**src/bpab_pkg.sv**
```systemverilog
package bpab_pkg;

  localparam int unsigned WtW   = 17;
  localparam int unsigned AwW   = 25;
  localparam int unsigned AsumW = 27;
  localparam int unsigned CaW   = 16;
  localparam int unsigned WqW   = 13;
  localparam int unsigned TermW = 29;
  localparam int unsigned NumW  = 30;
  localparam int unsigned DivW  = 21;
  localparam int unsigned QW    = 8;

  localparam logic CFG_BILINEAR_ON = 1'b0;
  localparam logic CFG_ALPHA_FLOOR = 1'b1;
  localparam logic [7:0] ALPHA_FLOOR_RST = 8'd10;

  typedef struct packed {
    logic [31:0] top_left;
    logic [31:0] top_right;
    logic [31:0] bottom_left;
    logic [31:0] bottom_right;
    logic [7:0]  weight_x;
    logic [7:0]  weight_y;
    logic [15:0] background;
  } in_word_t;

  typedef struct packed {
    logic [15:0] pixel_out;
    logic        write_enable;
  } out_word_t;

  typedef struct packed {
    logic [7:0]  alpha;
    logic [31:0] top_left;
    logic [15:0] background;
  } side_t;

  typedef struct packed {
    logic en;
    logic vld;
  } pipe_ctl_t;

  function automatic logic [7:0] chan8(logic [31:0] px, logic [1:0] k);
    return px[8*k +: 8];
  endfunction

endpackage

```
**src/bpab_div.sv**
```systemverilog
module bpab_div import bpab_pkg::*; (
  input  logic                 clk_i,
  input  logic                 rst_ni,
  input  pipe_ctl_t            ctl_i,
  input  logic [2:0][NumW-1:0] num_i,
  input  side_t                side_i,
  output logic                 vld_o,
  output logic [2:0][QW-1:0]   q_o,
  output logic [2:0]           ovf_o,
  output side_t                side_o
);

  logic [QW-1:0][2:0][NumW-1:0] rem_q;
  logic [QW-1:0][2:0][QW-1:0]   quo_q;
  logic [QW-1:0][2:0]           ovf_q;
  side_t [QW-1:0]               side_q;
  logic [QW-1:0]                vld_q;

  logic [QW-1:0][2:0][NumW-1:0] rem_in;
  logic [QW-1:0][2:0][QW-1:0]   quo_in;
  logic [QW-1:0][2:0]           ovf_in;
  side_t [QW-1:0]               side_in;
  logic [QW-1:0]                vld_in;

  // one quotient bit per stage, msb first
  for (genvar j = 0; j < QW; j++) begin : g_stage
    logic [DivW-1:0] dv;
    logic [NumW-1:0] dsh;
    logic [2:0]      ge;

    if (j == 0) begin : g_first
      logic [NumW-1:0] dtop;
      assign dtop = NumW'({side_i.alpha, 12'h000} + 21'd1) << QW;
      for (genvar k = 0; k < 3; k++) begin : g_ch
        assign rem_in[j][k] = num_i[k];
        assign quo_in[j][k] = '0;
        assign ovf_in[j][k] = num_i[k] >= dtop;
      end
      assign side_in[j] = side_i;
      assign vld_in[j]  = ctl_i.vld;
    end else begin : g_next
      assign rem_in[j]  = rem_q[j-1];
      assign quo_in[j]  = quo_q[j-1];
      assign ovf_in[j]  = ovf_q[j-1];
      assign side_in[j] = side_q[j-1];
      assign vld_in[j]  = vld_q[j-1];
    end

    assign dv  = {side_in[j].alpha, 12'h000} + 21'd1;
    assign dsh = NumW'(dv) << (QW - 1 - j);

    for (genvar k = 0; k < 3; k++) begin : g_ge
      assign ge[k] = rem_in[j][k] >= dsh;
    end

    always_ff @(posedge clk_i) begin
      if (ctl_i.en) begin
        for (int k = 0; k < 3; k++) begin
          rem_q[j][k] <= ge[k] ? rem_in[j][k] - dsh : rem_in[j][k];
          quo_q[j][k] <= quo_in[j][k] | (QW'(ge[k]) << (QW - 1 - j));
        end
        ovf_q[j]  <= ovf_in[j];
        side_q[j] <= side_in[j];
      end
    end

    always_ff @(posedge clk_i or negedge rst_ni) begin
      if (!rst_ni) begin
        vld_q[j] <= 1'b0;
      end else if (ctl_i.en) begin
        vld_q[j] <= vld_in[j];
      end
    end
  end

  assign vld_o  = vld_q[QW-1];
  assign q_o    = quo_q[QW-1];
  assign ovf_o  = ovf_q[QW-1];
  assign side_o = side_q[QW-1];

endmodule

```
**config.mk**
```make
export PLATFORM = sky130hd
export DESIGN_NAME = bpab_div
export DESIGN_NICKNAME = d
export VERILOG_FILES = /design/src/bpab_pkg.sv /design/src/bpab_div.sv
export SDC_FILE = /design/constraint.sdc
export NUM_CORES = 2
export LEC_CHECK = 0
export ABC_AREA = 0
export BUFFER_PORTS_ARGS = -buffer_cell sky130_fd_sc_hd__clkbuf_2
export CORE_MARGIN = 2
export CORE_UTILIZATION = 23
export DETAILED_ROUTE_END_ITERATION = 10
export PLACE_DENSITY = 0.48
export SYNTH_ARGS = -nofsm -noshare
export SYNTH_HDL_FRONTEND = slang
export SYNTH_SLANG_ARGS = --single-unit
export TNS_END_PERCENT = 30
```
**constraint.sdc**
```tcl
create_clock -name clk_i -period 3.4 [get_ports clk_i]
set_input_delay 0 -clock clk_i [delete_from_list [all_inputs] [get_ports clk_i]]
set_output_delay 0 -clock clk_i [all_outputs]
set_load 0.05 [all_outputs]
```
==> reports/qor.txt <==
Area Overhead vs Synth: 24.0%
CTS tree: built
WHS Path Cells: 2
Synth Instances: 4,203
worst-path maximum fanout: 8
Worst-Margin Slew: 1080 ps
Max Cap Viol: 0
worst endpoint data arrival time: 3690 ps
worst skew pair latency: 810 ps
Peak Freq: 0.315 GHz
share of layout cells above drive strength 1: 0.135
most frequent cell after synthesis: edfxtp_1
Yosys reg bits: 1,218
Vias/cell: 4.21
non-filler cells, final: 8,243
pre-CTS setup slack: 128 ps
Reg area: 36,500 um2
synth cell count leaders: 1,210 x edfxtp_1, 349 x xnor2_1, 339 x nor2_1, 249 x ha_1, 224 x a21oi_1
Multi-input gate area: 19,400 um2
DRC violations left: 0
Util after Layout: 0.286
Clock Tree Buf Depth: 3
status: completed
Clock transition at path regs: 60 ps
Placed Cells: 7,713
vias in the first global route: 34,472
DP HPWL: 94.9 mm
share of the synthesized area in the top cell type: 0.641
largest net degree at the start of global routing: 119
setup ws final: 227 ps
initial antenna violation count: 1
Yosys Warn Count: 0
Clock Skew: 48.2 ps
GRT Overall Usage: 0.100
kind of start point of the critical path: flip-flop
Setup Crit Path Kind: reg -> reg
reg2reg setup slack: 230 ps
Post-Syn Area per Cell: 13.5 um2
area leader, netlist: edfxtp_1
Num CTS Buffers: 139
fin crit share: 0.933
GPL Wtd Cong: 0.863
Syn Std Cell Area: 56,700 um2
first-pass GRT wire length: 199 mm
syn nets: 4,602
Slew headroom: 0.279
CP Data Required Time: 3920 ps
clock sink total: 1,218
Max VDD drop: 0.000481 V
Synth area leaders: edfxtp_1 64%, ha_1 5.5%, xnor2_1 5.4%
CTS H-Tree Depth: 4
Pwr Total: 44.2 mW
Starting Density: 0.231
Async SR Flop Fraction: 0.00657
Reg2Reg Capture Point: rem_in[642]
DR pass1 iterations: 5
Routed WL: 128 mm
setup violators final: 0
Wirelength per Cell: 15.6 um
overflow left after global routing: 0
top_reg_cell synth: edfxtp_1
Yosys cell types: 91
Rows: 182
DIE WIDTH: 501 um
clk root buf: clkbuf_16
full die area: 251,000 um2
Antenna Nets Post-Route: 0
I/O Buffers: 233
crit end category: flip-flop
Core Area: 245,000 um2
Setup Total Neg Slack: 0 ps
Die Ht: 501 um
PwrDens: 628 nW/um2
Slew Limit Fails: 0
worst reg-to-reg path cell count: 10
hold path startpoint: num_i[62]
Post-synth EDFFs: 1,210
# fillers: 24,961
fin nets: 5,309
leak pwr: 25.0 nW
Hold WC Path Type: in -> reg
Seq/Total Area, Yosys: 0.644
final hold violation count: 0
WHS Endpoint: rem_in[152]
initial DRC count: 2,151
Ports: 234
FF-to-FF Start: side_in[384]
via count: 34,737
unrepaired setup endpoints after global routing: false
minimum clock period: 3170 ps
==> registers in the layout, indices dropped and copies added (netlist names) <==
register / flops
rem_in: 630
side_in: 392
quo_in: 84
side_o: 56
q_o: 24
ovf_in: 21
vld_in: 7
ovf_o: 3
vld_o: 1
==> critical path: stages, from the launching register on <==
cell and delay (ps):
edfxtp_1 380, inv_1 160, ha_1 440, or4bb_1 510, nor4_1 270, a21oi_1 130, o211ai_1 210, buf_4 240
and3_1 300, nand2_1 100, xnor2_1 140
==> cell usage in the layout (no fill, tap or decap), drive strengths merged, types with 12 or more instances in the layout <==
cell type / n
nand3b: 31
nor2: 340
o21a: 28
edfxtp: 1210
nand2: 216
nor4b: 22
or4: 48
clkinv: 60
xor2: 140
nand4b: 48
nand4: 78
buf: 124
nor2b: 22
o211ai: 16
o21ai: 115
a211oi: 31
clkbuf: 399
a21oi: 224
o31ai: 20
nor3b: 18
nor3: 110
ha: 249
nand3: 142
xnor2: 349
and2: 12
a21o: 86
nor4: 105
a2111oi: 15
or3: 27
nand2b: 33
and3: 27
mux2: 52
a31oi: 21
dlygate4sd3: 276
inv: 162
o21bai: 20
==> metal layers <==
layer | track usage | up-vias | wire length, um
met2 | 0.161 | 612 | 58500
met5 | 0 | - | 0
li1 | - | 17492 | -
met4 | 0.0363 | 0 | 3900
met1 | 0.136 | 16424 | 61500
met3 | 0.0168 | 209 | 4270
==> cells by family after synthesis <==
group                      after synthesis  synth area share
muxes                                   55            0.0109
buffers and inverters                  217            0.0151
xor gates and xnor gates               489            0.0755
AOI/OAI and AO/OA                      660            0.0754
adders and majority gates              249            0.0549
and+or+nand+nor                       1315             0.124
DFF                                   1218             0.644
==> where the power goes <==
| part | internal (mW) | switching [mW] | total (mW) |
|---|---|---|---|
| clock network | 8.64 | 6.43 | 15.1 |
| logic | 3.81 | 4.73 | 8.54 |
| registers | 19.2 | 1.39 | 20.6 |
==> timing repair <==
item	CTS	global route
setup endpoints to repair	0	8
hold buffers	276	0
resized for setup	0	2
hold endpoints to repair	319	0
setup buffers	0	0
==> metrics by stage <==
stage	hold slack (ps)	area, um2
6_report	48.5	70300
5_1_grt	14.3	70300
4_1_cts	2.34	70300
3_5_place_dp	-141	62800
3_3_place_gp	-148	62800
2_1_floorplan	-296	56700
==> worst max path at each step <==
stage	slack [ps]	endpoint	start	depth (start not counted)
final	230	rem_in[642]	side_in[384]	10
after global routing	40	rem_in[383]	side_in[217]	9
after detailed placement	130	rem_in[636]	side_in[384]	10
after global placement	120	rem_in[642]	side_in[384]	10
after floorplan	510	rem_in[253]	rem_in[169]	10
after CTS	70	rem_in[636]	side_in[384]	10
==> area by class of cell <==
class | instances | share of cell area
diodes | 1 | 0.0000356
clock buffers | 167 | 0.0514
clock inverters | 86 | 0.0156
inverters | 151 | 0.00806
multi-input cells | 2768 | 0.275
flip-flops and latches | 1218 | 0.520
well taps | 3220 | 0.0573
repair buffers | 632 | 0.0728
(Power assumes the default switching activity.)
