==> src/bpab_pkg.sv <==
package bpab_pkg;

  localparam int unsigned WtW   = 17;
  localparam int unsigned AwW   = 25;
  localparam int unsigned AsumW = 27;
  localparam int unsigned CaW   = 16;
  localparam int unsigned WqW   = 13;
  localparam int unsigned TermW = 29;
  localparam int unsigned NumW  = 30;
  localparam int unsigned DivW  = 21;
  localparam int unsigned QW    = 8;

  localparam logic CFG_BILINEAR_ON = 1'b0;
  localparam logic CFG_ALPHA_FLOOR = 1'b1;
  localparam logic [7:0] ALPHA_FLOOR_RST = 8'd10;

  typedef struct packed {
    logic [31:0] top_left;
    logic [31:0] top_right;
    logic [31:0] bottom_left;
    logic [31:0] bottom_right;
    logic [7:0]  weight_x;
    logic [7:0]  weight_y;
    logic [15:0] background;
  } in_word_t;

  typedef struct packed {
    logic [15:0] pixel_out;
    logic        write_enable;
  } out_word_t;

  typedef struct packed {
    logic [7:0]  alpha;
    logic [31:0] top_left;
    logic [15:0] background;
  } side_t;

  typedef struct packed {
    logic en;
    logic vld;
  } pipe_ctl_t;

  function automatic logic [7:0] chan8(logic [31:0] px, logic [1:0] k);
    return px[8*k +: 8];
  endfunction

endpackage

==> src/bpab_blend.sv <==
module bpab_blend import bpab_pkg::*; (
  input  logic               clk_i,
  input  logic               rst_ni,
  input  pipe_ctl_t          ctl_i,
  input  logic [2:0][QW-1:0] q_i,
  input  logic [2:0]         ovf_i,
  input  side_t              side_i,
  input  logic               bilinear_on_i,
  input  logic [7:0]         alpha_floor_i,
  output logic               vld_o,
  output out_word_t          word_o
);

  logic [2:0][7:0] col_d;
  logic [7:0]      alpha;
  logic [9:0]      a3x;

  logic [2:0][7:0] col_q;
  logic [7:0]      a_q;
  logic            we1_q;
  logic [15:0]     bg1_q;
  logic            vld1_q;

  logic [2:0][7:0]  bgx;
  logic [2:0][15:0] pc_q;
  logic [2:0][15:0] pb_q;
  logic             we2_q;
  logic [15:0]      bg2_q;
  logic             vld2_q;

  logic [2:0][16:0] x;
  logic [2:0][16:0] y;
  out_word_t        word_d;
  out_word_t        word_q;
  logic             vld3_q;

  always_comb begin
    alpha = bilinear_on_i ? side_i.alpha : chan8(side_i.top_left, 2'd3);
    a3x   = {alpha, 1'b0} + {2'b00, alpha};
    for (int k = 0; k < 3; k++) begin
      if (!bilinear_on_i) begin
        col_d[k] = chan8(side_i.top_left, 2'(k));
      end else if (side_i.alpha == 8'd0) begin
        col_d[k] = 8'd0;
      end else if (ovf_i[k]) begin
        col_d[k] = 8'hFF;
      end else begin
        col_d[k] = q_i[k];
      end
    end
  end

  always_ff @(posedge clk_i) begin
    if (ctl_i.en) begin
      col_q <= col_d;
      a_q   <= a3x[9:2];
      we1_q <= a3x[9:2] >= alpha_floor_i;
      bg1_q <= side_i.background;
    end
  end

  assign bgx[0] = {bg1_q[15:11], 3'b000};
  assign bgx[1] = {bg1_q[10:5], 2'b00};
  assign bgx[2] = {bg1_q[4:0], 3'b000};

  always_ff @(posedge clk_i) begin
    if (ctl_i.en) begin
      for (int k = 0; k < 3; k++) begin
        pc_q[k] <= col_q[k] * a_q;
        pb_q[k] <= bgx[k] * (8'hFF - a_q);
      end
      we2_q <= we1_q;
      bg2_q <= bg1_q;
    end
  end

  // divide by 255, exact below 65535
  always_comb begin
    for (int k = 0; k < 3; k++) begin
      x[k] = {1'b0, pc_q[k]} + {1'b0, pb_q[k]};
      y[k] = (x[k] + 17'd1 + {8'd0, x[k][16:8]}) >> 8;
    end
    word_d.write_enable = we2_q;
    word_d.pixel_out    = we2_q ? {y[0][7:3], y[1][7:2], y[2][7:3]} : bg2_q;
  end

  always_ff @(posedge clk_i) begin
    if (ctl_i.en) begin
      word_q <= word_d;
    end
  end

  always_ff @(posedge clk_i or negedge rst_ni) begin
    if (!rst_ni) begin
      vld1_q <= 1'b0;
      vld2_q <= 1'b0;
      vld3_q <= 1'b0;
    end else if (ctl_i.en) begin
      vld1_q <= ctl_i.vld;
      vld2_q <= vld1_q;
      vld3_q <= vld2_q;
    end
  end

  assign vld_o  = vld3_q;
  assign word_o = word_q;

endmodule

==> config.mk <==
export PLATFORM = sky130hd
export DESIGN_NAME = bpab_blend
export DESIGN_NICKNAME = d
export VERILOG_FILES = /design/src/bpab_pkg.sv /design/src/bpab_blend.sv
export SDC_FILE = /design/constraint.sdc
export NUM_CORES = 1
export LEC_CHECK = 0
export BUFFER_PORTS_ARGS = -buffer_cell sky130_fd_sc_hd__buf_2
export CELL_PAD_IN_SITES_DETAIL_PLACEMENT = 2
export CELL_PAD_IN_SITES_GLOBAL_PLACEMENT = 2
export CORE_MARGIN = 4
export CORE_UTILIZATION = 30
export DETAILED_ROUTE_END_ITERATION = 10
export GPL_ROUTABILITY_DRIVEN = 0
export MAX_ROUTING_LAYER = met4
export PLACE_DENSITY_LB_ADDON = 0.3
export SYNTH_ARGS = -nofsm -noshare
export SYNTH_HDL_FRONTEND = slang
export SYNTH_SLANG_ARGS = --single-unit
export TNS_END_PERCENT = 30
==> constraint.sdc <==
create_clock -name clk_i -period 6.3 [get_ports clk_i]
set_clock_uncertainty 0.2 [all_clocks]
set_input_delay 0.315 -clock clk_i [delete_from_list [all_inputs] [get_ports clk_i]]
set_output_delay 0.315 -clock clk_i [all_outputs]
set_load 0.02 [all_outputs]
==> results of run 1 <==
==> registers in the layout (all words and copies together) (netlist names), 8 cells and up <==
| signal | count |
|---|---|
| a_q | 8 |
| pc_q | 48 |
| col_q | 24 |
| word_o | 17 |
| bg2_q | 16 |
| pb_q | 40 |
| bg1_q | 16 |
==> cell families (layout without fill, tap and decap cells) <==
kind of cell / Yosys count / in the layout
xor+xnor: 104 / 104
simple gates: 524 / 524
other cells: 0 / 5
flops: 174 / 174
compound gates: 286 / 286
fa+ha+maj: 425 / 425
mux: 16 / 16
buf+inv: 346 / 521
==> power breakdown <==
| part | leakage (nW) | total (mW) | switching, mW | internal, mW |
|---|---|---|---|---|
| sequential | 1.72 | 2.34 | 0.305 | 2.04 |
| clock | 0.290 | 1.16 | 0.531 | 0.630 |
| combinational | 8.18 | 9.49 | 5.40 | 4.09 |
==> layout by cell type (no fill, tap or decap), types with 5 or more instances in the layout <==
cell,n
mux2i_1,5
o21bai_1,11
buf_2,112
diode_2,5
xnor2_1,69
dlygate4sd3_1,60
nor2b_1,102
o21ai_0,32
a211oi_1,7
and2_1,165
or3_1,7
o21ai_1,11
buf_4,16
nand3_1,12
clkbuf_16,17
o21a_1,12
edfxtp_1,171
a21oi_1,92
o211ai_1,9
mux2_2,11
nand2b_1,52
nor3_1,14
a21o_1,37
xor2_1,35
fa_1,173
nor2_1,77
or2_2,5
and3_1,6
nand2_1,66
o22ai_1,28
inv_1,299
ha_1,252
==> critical path, cell delays in order (launching register included) <==
cell and delay (ns):
edfxtp_1 0.85, buf_4 0.40, and2_1 0.17, fa_1 0.43, fa_1 0.44, ha_1 0.29
inv_1 0.04, fa_1 0.48, inv_1 0.04, ha_1 0.31, nor2b_1 0.14, o21ai_0 0.16
nand2_1 0.11, a21o_1 0.21, a31o_2 0.25, a41o_1 0.25, o41ai_1 0.32, xnor2_1 0.10
==> final cells by class <==
| type | instances | share of cell area (%) |
|---|---|---|
| Clock inverter | 14 | 0.8193 |
| Clock buffer | 18 | 1.965 |
| Timing Repair Buffer | 190 | 6.022 |
| Inverter | 299 | 5.140 |
| Sequential cell | 174 | 23.86 |
| Tap cell | 846 | 4.847 |
| Multi-Input combinational cell | 1355 | 57.29 |
| Antenna cell | 5 | 0.05730 |
==> stage by stage <==
step | power [mW] | instances
2_1_floorplan | 9.329 | 1875
3_3_place_gp | 11.43 | 2804
3_5_place_dp | 11.89 | 2804
4_1_cts | 13.24 | 2896
5_1_grt | 14.55 | 2901
6_report | 12.99 | 2901
==> worst max path at each step <==
stage / start / end / slack, ns / depth (start not counted)
floorplan: a_q[7]$_DFFE_PP_ / pc_q[45]$_DFFE_PP_ / 1.71 / 16
global placement: a_q[3]$_DFFE_PP_ / pc_q[31]$_DFFE_PP_ / 0.99 / 17
detailed placement: a_q[3]$_DFFE_PP_ / pc_q[31]$_DFFE_PP_ / 0.81 / 17
CTS: a_q[3]$_DFFE_PP_ / pc_q[31]$_DFFE_PP_ / 0.77 / 17
global route: a_q[3]$_DFFE_PP_ / pc_q[31]$_DFFE_PP_ / 0.51 / 17
finish: a_q[3]$_DFFE_PP_ / pc_q[31]$_DFFE_PP_ / 0.84 / 17
==> routing by layer <==
| layer | GRT usage (%) | part of all wire, % | up-vias |
|---|---|---|---|
| met2 | 27.70 | 49 | 142 |
| met1 | 20.90 | 47 | 7068 |
| met4 | 4.032 | 1.2 | 0 |
| li1 | - | - | 6557 |
| met5 | - | 0 | - |
| met3 | 2.337 | 2.9 | 36 |
==> flow_summary.yaml, run 1 <==
timing:
  worst_hold_slack_ns: 0.05117
  final-setup-viol-count: 0
  final.setup.worst_slack_ns: 0.8436
  grt_setup_unrepaired: "no"
  slew_violations: 0
  timing.final.crit_share_pct: 86.61
  tightest_slew_ns: 1.133
  final_hold_viol_count: 0
  setup-tns-final_ns: 0
  maxSlewHeadroom_pct: 24.45
  period_needed_ns: 5.456
  clock.fmax_mhz: 183.3
cts:
  cts.clk_slew.worst_paths_ns: 0.07
  numCtsBuffers: 17
  cts_max_level: 4
  cts_max_path_buffers: 2
  postCtsSetupBuffers: 0
  insertion_delay_ns: 0.51
  ctsRootBufferMaster: "clkbuf_16"
  cts_resized: 0
  tritoncts: "yes"
  clock_sink_count: 174
  cts-hold-fix-buffers: 60
placement:
  dpl.hpwl_um: 41140
  postPlaceCellArea_um2: 20620
  dpl_worst_slack_ns: 0.8126
  numPortBuffers: 113
synth:
  synth_adder_area_share_pct: 34.77
  yosys_warnings: 0
  synthDominantAreaCellType: "edfxtp_1"
  mappedNetlistNets: 2396
  ys_ff_latch: 174
  post_synth.cell_area_avg_um2: 10.15
  synth_ff_type: "edfxtp_1"
  synth_most_common_cell: "inv_1"
  synthMuxAreaShare_pct: 0.9139
  yosysTopAreaCellShare_pct: 26.98
  netlist_instances: 1875
  synth-seq-area-share_pct: 27.38
  post_synth_and_or_nand_nor_area_fraction_pct: 15.41
  xor_xnor_share_of_the_synthesized_area_pct: 4.787
  synth.cells.most_frequent: "inv_1, ha_1, fa_1, edfxtp_1, and2_1"
  synth_top_family_by_area: "adder cells"
  ys_top_cells_by_area: "edfxtp_1, fa_1, ha_1"
  number_of_enable_flip_flop_cells_after_synthesis: 171
  synth_cell_type_count: 73
  post_synth_instance_area_um2: 19030
  synthArstFlopShare_pct: 1.724
  post_synthesis_compound_gate_area_fraction_pct: 9.869
drt:
  drtAntennaViolNets: 0
  via_per_inst: 4.758
  detailroute.via_count: 13800
  detail_route.first_pass.iterations: 4
  detailedRoute.firstIterationViolations: 451
  drt_drc_violations_left: 0
  wirelength_um: 52310
  route.detailed.wl_per_inst_um: 18.03
min_path:
  hold_path_class: "in -> reg"
  hp-start: "side_i[28]"
  whs_endpoint: "col_q[12]$_DFFE_PP_"
  hold_depth: 3
worst_setup_path:
  r2r_slack_ns: 0.84
  cp-start-kind: "flip-flop"
  timing.reg2reg.worst_path_depth: 17
  required_ns: 6.35
  worst_r2r_startpoint: "a_q[3]$_DFFE_PP_"
  cp_data_arrival_time_ns: 5.51
  critical_path.reg2reg.endpoint: "pc_q[31]$_DFFE_PP_"
  timing.critical_path.fanout_max: 28
  worst_setup_path_end_kind: "flip-flop"
  worstSetupPathType: "reg -> reg"
layout:
  fillers: 6887
  layout_cells_sized_above_1_pct: 9.463
  num-nets-final: 2558
  postLayoutCoreUtil_pct: 34.68
  multi_input_comb_area_um2: 12510
  syn_to_final_growth_pct: 14.75
  regArea_um2: 5210
  design_area_um2: 21840
floorplanning:
  floorplan.rows: 92
  initial_utilization_pct: 30.22
  die_w_um: 259.9
  die_extent_in_y_um: 259.9
  die-area_um2: 67520
  fp.coreArea_um2: 62970
  io_pins: 114
grt:
  grt_use_total_pct: 16.42
  maximum_number_of_pins_on_one_net_before_global_route_repair: 96
  number_of_antenna_violations_at_the_first_check_in_global_routing: 5
  global_route.overflow_total: 0
  first_global_vias: 15810
  grt_first_pass_wirelength_um: 84720
flow_run:
  timing.max_cap.violations: 0
pwr:
  peakVddDrop_mv: 0.2319
  power_density_cells_nw_per_um2: 594.9
  total_leakage_power_nw: 10.19
status:
  status: "completed"
Power figures use the tool's default switching activity.
==> run 2: changes to the inputs <==
--- a/config.mk
+++ b/config.mk
@@ -5,6 +5,7 @@
 export SDC_FILE = /design/constraint.sdc
 export NUM_CORES = 1
 export LEC_CHECK = 0
+export ABC_AREA = 1
 export BUFFER_PORTS_ARGS = -buffer_cell sky130_fd_sc_hd__buf_2
 export CELL_PAD_IN_SITES_DETAIL_PLACEMENT = 2
 export CELL_PAD_IN_SITES_GLOBAL_PLACEMENT = 2
==> run 2 against run 1 <==
Clock-buffer cell count is 1 higher. Synthesized area is 7.5% higher. Maximum frequency is 7.4% higher. Routed wire length is 20% higher. Final cell count is 23% higher. Cell area is 5.9% higher. Worst setup slack better by 0.38 ns. Largest cell class unchanged. Global-route usage is 2.1 points higher. Non-clock buffer count is 1 lower. Die area is 7.2% higher.
==> flow_summary.yaml, run 2 <==
floorplanning:
  die_extent_in_y_um: 269.1
  io_pins: 114
  floorplan.rows: 95
  fp.coreArea_um2: 67400
  die_w_um: 269.1
  initial_utilization_pct: 30.34
  die-area_um2: 72410
synth:
  synth_cell_type_count: 45
  synth_ff_type: "edfxtp_1"
  synth-seq-area-share_pct: 25.48
  post_synth.cell_area_avg_um2: 8.011
  ys_top_cells_by_area: "edfxtp_1, fa_1, ha_1"
  synth_most_common_cell: "inv_1"
  post_synth_instance_area_um2: 20450
  ys_ff_latch: 174
  netlist_instances: 2553
  yosys_warnings: 0
  synthDominantAreaCellType: "edfxtp_1"
  number_of_enable_flip_flop_cells_after_synthesis: 171
  mappedNetlistNets: 3074
  yosysTopAreaCellShare_pct: 25.11
  synth.cells.most_frequent: "inv_1, nand2_1, ha_1, nor2_1, fa_1"
  synthArstFlopShare_pct: 1.724
cts:
  cts.clk_slew.worst_paths_ns: 0.07
  clock_sink_count: 174
  insertion_delay_ns: 0.49
  ctsRootBufferMaster: "clkbuf_16"
  numCtsBuffers: 17
  cts_max_level: 4
  cts_max_path_buffers: 2
  postCtsSetupBuffers: 0
  tritoncts: "yes"
drt:
  drtAntennaViolNets: 0
  drt_drc_violations_left: 0
  route.detailed.wl_per_inst_um: 17.61
  detail_route.first_pass.iterations: 5
  detailedRoute.firstIterationViolations: 566
  detailroute.via_count: 16730
  wirelength_um: 62970
  via_per_inst: 4.680
layout:
  fillers: 7718
  reg.largest.list: "pc_q (48), pb_q (40), col_q (24)"
  commonest_cells_after_routing_fill_and_taps_aside: "inv_1, nand2_1, ha_1"
  final_common_cell: "inv_1"
  syn_to_final_growth_pct: 13.09
  layout_cells_sized_above_1_pct: 7.698
  largest_reg_flops: 48
  top_register: "pc_q"
  postLayoutCoreUtil_pct: 34.32
  antennaDiodeCount: 0
  num-nets-final: 3210
min_path:
  whs_endpoint: "col_q[1]$_DFFE_PP_"
  hold_depth: 3
  hp-start: "side_i[17]"
  hold_path_class: "in -> reg"
worst_setup_path:
  worstSetupPathType: "reg -> reg"
  cp_data_arrival_time_ns: 5.13
  worst_setup_path_end_kind: "flip-flop"
  critical_path.reg2reg.endpoint: "pc_q[30]$_DFFE_PP_"
  worst_r2r_startpoint: "a_q[4]$_DFFE_PP_"
  required_ns: 6.35
  cp-start-kind: "flip-flop"
  timing.critical_path.fanout_max: 28
  timing.reg2reg.worst_path_depth: 18
  r2r_slack_ns: 1.22
timing:
  timing.final.crit_share_pct: 80.63
  final-setup-viol-count: 0
  clock.fmax_mhz: 196.9
  slew_violations: 0
  tightest_slew_ns: 0.9052
  final_hold_viol_count: 0
  final.setup.worst_slack_ns: 1.220
  maxSlewHeadroom_pct: 39.65
  grt_setup_unrepaired: "no"
  period_needed_ns: 5.080
  setup-tns-final_ns: 0
grt:
  number_of_antenna_violations_at_the_first_check_in_global_routing: 0
  maximum_number_of_pins_on_one_net_before_global_route_repair: 66
  first_global_vias: 19120
  global_route.overflow_total: 0
  grt_first_pass_wirelength_um: 102200
  grt_use_total_pct: 18.54
flow_run:
  timing.max_cap.violations: 0
placement:
  numPortBuffers: 113
  dpl.hpwl_um: 52180
  dpl_worst_slack_ns: 1.203
status:
  status: "completed"
## run 2: cell count changes in the layout (fill, tap and decap cells not counted), sizes merged, moves of 17 or more
cell	previous run	this run
nand2	66	613
inv	304	626
and2	166	0
nor2	78	187
nor2b	102	0
nand3	12	104
nand2b	52	0
xnor2	69	30
a21o	38	8
o22ai	29	0
o21ai	44	69
a21oi	92	109
## run 2: worst max path at each step
stage                      from  cells after the start  slack (ns)                  to
2_1_floorplan  a_q[7]$_DFFE_PP_                     21        1.42  pc_q[46]$_DFFE_PP_
3_3_place_gp   a_q[2]$_DFFE_PP_                     18        1.30  pc_q[14]$_DFFE_PP_
3_5_place_dp   a_q[3]$_DFFE_PP_                     18        1.20  pc_q[30]$_DFFE_PP_
4_1_cts        a_q[0]$_DFFE_PP_                     15        1.20  pb_q[15]$_DFFE_PP_
5_1_grt        a_q[3]$_DFFE_PP_                     18        0.84  pc_q[30]$_DFFE_PP_
6_report       a_q[4]$_DFFE_PP_                     18        1.22  pc_q[30]$_DFFE_PP_
## run 2: layout make-up
class | count | area (um2) | area share [%]
Multi-Input combinational cell | 1690 | 12620 | 54.58
Clock buffer | 19 | 442.9 | 1.915
Tap cell | 873 | 1092 | 4.723
Inverter | 617 | 2316 | 10.01
Clock inverter | 13 | 145.1 | 0.6275
Timing Repair Buffer | 189 | 1297 | 5.610
Sequential cell | 174 | 5210 | 22.53
## run 2: metrics by stage
| stage | std cells | cell area (um2) | hold WS (ns) |
|---|---|---|---|
| 6_report | 3575 | 23130 | 0.05733 |
| 5_1_grt | 3575 | 23130 | 0.04217 |
| 4_1_cts | 3575 | 23130 | 0.001109 |
| 3_5_place_dp | 3482 | 21930 | -0.08578 |
| 3_3_place_gp | 3482 | 21930 | -0.08976 |
| 2_1_floorplan | 2553 | 20450 | -0.1806 |
## run 2: logic make-up after synthesis
kind of cell	share of synthesized area, %
and+or+nand+nor	18.99
DFF	25.48
buffers and inverters	12.79
AOI/OAI and AO/OA	6.595
xor gates and xnor gates	3.463
adders and majority gates	32.35
muxes	0.3304
## run 2: critical path, cell delays in order (launching register included)
cell and delay (ns):
edfxtp_1 0.51, buf_4 0.43, nand2_1 0.09, inv_1 0.09, fa_1 0.46, fa_1 0.52
fa_1 0.49, inv_1 0.05, fa_1 0.48, inv_1 0.04, ha_1 0.37, nand2_1 0.10
nor3_1 0.18, a21oi_1 0.13, o21ai_0 0.27, a21oi_1 0.11, nor2_1 0.10, nor2_1 0.06
xor2_1 0.13
## run 2: repair_timing
item / in CTS / in global routing
endpoints found under the hold margin: 43 / 0
hold buffers: 61 / 0
setup endpoints to repair: 0 / 0
gates resized for setup: 0 / 0
## run 2: per-layer routing
layer	GRT usage, %	part of all wire (%)
met1	23.71	47
met2	31.80	49
met3	2.068	2.0
met4	4.168	1.5
met5	-	0
Power of run 2 is not shown: default switching activity piles up to over one toggle a cycle in this logic, so the estimate is an artifact.
==> run 3: changes to the inputs <==
--- a/config.mk
+++ b/config.mk
@@ -5,7 +5,7 @@
 export SDC_FILE = /design/constraint.sdc
 export NUM_CORES = 1
 export LEC_CHECK = 0
-export ABC_AREA = 1
+export ABC_AREA = 0
 export BUFFER_PORTS_ARGS = -buffer_cell sky130_fd_sc_hd__buf_2
 export CELL_PAD_IN_SITES_DETAIL_PLACEMENT = 2
 export CELL_PAD_IN_SITES_GLOBAL_PLACEMENT = 2
==> constraint.sdc (replaced) <==
create_clock -name clk_i -period 4.9 [get_ports clk_i]
set_clock_uncertainty 0.2 [all_clocks]
set_input_delay 0.245 -clock clk_i [delete_from_list [all_inputs] [get_ports clk_i]]
set_output_delay 0.245 -clock clk_i [all_outputs]
set_load 0.02 [all_outputs]
==> run 3 against run 2 <==
First-iteration DRC count is 20% lower. Final cell count fell by 18%. Utilization is 1.4 points higher. Worst hold slack better by 0.061 ns. Highest routed layer unchanged. Global-route usage down 2.1 points. Worst setup slack got worse by 1.1 ns.
==> flow_summary.yaml, run 3 (synthesis gave the netlist of run 1 again) <==
timing:
  maxSlewHeadroom_pct: 44.31
  final-setup-viol-count: 0
  tightest_slew_ns: 0.8298
  slew_violations: 0
  period_needed_ns: 4.769
  clock.fmax_mhz: 209.7
  final_hold_viol_count: 0
  timing.final.crit_share_pct: 97.33
  setup-tns-final_ns: 0
  grt_setup_unrepaired: "yes"
grt:
  number_of_antenna_violations_at_the_first_check_in_global_routing: 3
  maximum_number_of_pins_on_one_net_before_global_route_repair: 98
  global_route.overflow_total: 0
  grt_use_total_pct: 16.46
  first_global_vias: 15810
  grt_first_pass_wirelength_um: 85140
worst_setup_path:
  cp-start-kind: "flip-flop"
  worst_setup_path_end_kind: "flip-flop"
  cp_data_arrival_time_ns: 4.80
  timing.critical_path.fanout_max: 8
  cell_with_the_most_instances_on_the_worst_path: "fa_1"
  max_stage_delay_ns: 0.55
  worstSetupPathType: "reg -> reg"
  critical_path.cell_chain: "nand2_1 > fa_1 > inv_1 > fa_1 > inv_1 > fa_1 > fa_1 > inv_1 > ha_1 > o21ai_0 > nand2_1 > a21o_1 > a31o_2 > a41o_1 > o41ai_2 > xnor2_1"
  required_ns: 4.93
  slowest_stage: "edfxtp_1"
placement:
  dpl.hpwl_um: 42200
  numPortBuffers: 113
  postPlaceCellArea_um2: 20950
  placed_cells: 2839
layout:
  layout_cells_sized_above_1_pct: 12.65
  design_area_um2: 22510
  num-nets-final: 2613
  commonest_cells_after_routing_fill_and_taps_aside: "inv_1, ha_1, edfxtp_1"
  syn_to_final_growth_pct: 18.31
  reg.largest.list: "pc_q (48), pb_q (40), col_q (24)"
  regArea_um2: 5210
  largest_reg_flops: 48
  top_register: "pc_q"
  final_cell_count_no_fill: 2949
  final_common_cell: "inv_1"
  multi_input_comb_area_um2: 12700
  fillers: 6841
drt:
  drt_drc_violations_left: 0
  detailroute.via_count: 13930
  wirelength_um: 52920
  via_per_inst: 4.724
  route.detailed.wl_per_inst_um: 17.94
  detailedRoute.firstIterationViolations: 455
  drtAntennaViolNets: 0
  detail_route.first_pass.iterations: 4
cts:
  tritoncts: "yes"
  ctsRootBufferMaster: "clkbuf_16"
  clock_sink_count: 174
  insertion_delay_ns: 0.49
  cts_max_path_buffers: 2
  cts.clk_slew.worst_paths_ns: 0.07
  cts_max_level: 4
  numCtsBuffers: 17
floorplanning:
  io_pins: 114
  die_w_um: 259.9
  fp.coreArea_um2: 62970
  die-area_um2: 67520
  initial_utilization_pct: 30.22
  die_extent_in_y_um: 259.9
  floorplan.rows: 92
status:
  status: "completed"
min_path:
  hold_path_class: "in -> reg"
flow_run:
  timing.max_cap.violations: 0
## run 3: repair_timing
action | 4_1_cts | 5_1_grt
hold endpoints to repair | 44 | 0
gates cloned | 0 | 1
setup buffers | 2 | 5
hold buffers | 72 | 0
pin swaps | 0 | 4
gates resized for setup | 2 | 39
setup endpoints to repair | 2 | 22
## run 3: layout make-up
type | instances | area share [%]
diodes | 1 | 0.01111
clock buffers | 19 | 1.923
clock inverters | 10 | 0.6169
inverters | 299 | 4.985
multi-input cells | 1355 | 56.40
flip-flops and latches | 174 | 23.14
well taps | 846 | 4.702
repair buffers | 245 | 8.219
## run 3: layer usage
metal  routed length, um  global-route usage [%]  vias up
li1                    -                       -     6654
met3                1519                   2.396       32
met2               25870                   27.68      182
met5                   0                       -        -
met4                 635                   3.538        0
met1               24900                   21.21     7062
## run 3: path summary, 6_finish.rpt
path | start | end | slack (ns) | cells past startpoint
worst min-delay path | alpha_floor_i[7] | we1_q$_DFFE_PP_ | 0.12 | 5
worst max register to register | col_q[11]$_DFFE_PP_ | pc_q[31]$_DFFE_PP_ | 0.13 | 16
min in group asynchronous | rst_ni | vld2_q$_DFFE_PN0P_ | 0.44 | 3
worst min register to register | we1_q$_DFFE_PP_ | we2_q$_DFFE_PP_ | 0.21 | 0
max in group asynchronous | rst_ni | vld_o$_DFFE_PN0P_ | 3.91 | 3
worst max-delay path | col_q[11]$_DFFE_PP_ | pc_q[31]$_DFFE_PP_ | 0.13 | 16
## run 3: critical path, delay by kind of cell, from the launching register on
family,cells,cell delay [ns]
buffers and inverters,3,0.20
xor gates and xnor gates,1,0.11
DFF,1,0.55
adders and majority gates,5,2.05
AOI/OAI and AO/OA,5,1.15
and+or+nand+nor,2,0.24
## run 3: metrics by stage
stage / utilization, % / hold WS, ns / setup slack (ns)
6_report: 35.76 / 0.1181 / 0.1307
5_1_grt: 35.76 / 0.1401 / -0.07747
4_1_cts: 35.38 / 0.04129 / 0.03508
3_5_place_dp: 33.28 / -0.1563 / 0.005652
3_3_place_gp: 33.28 / -0.1616 / 0.1172
2_1_floorplan: - / -0.2506 / 0.3094
Power of run 3 is left out for the same reason.
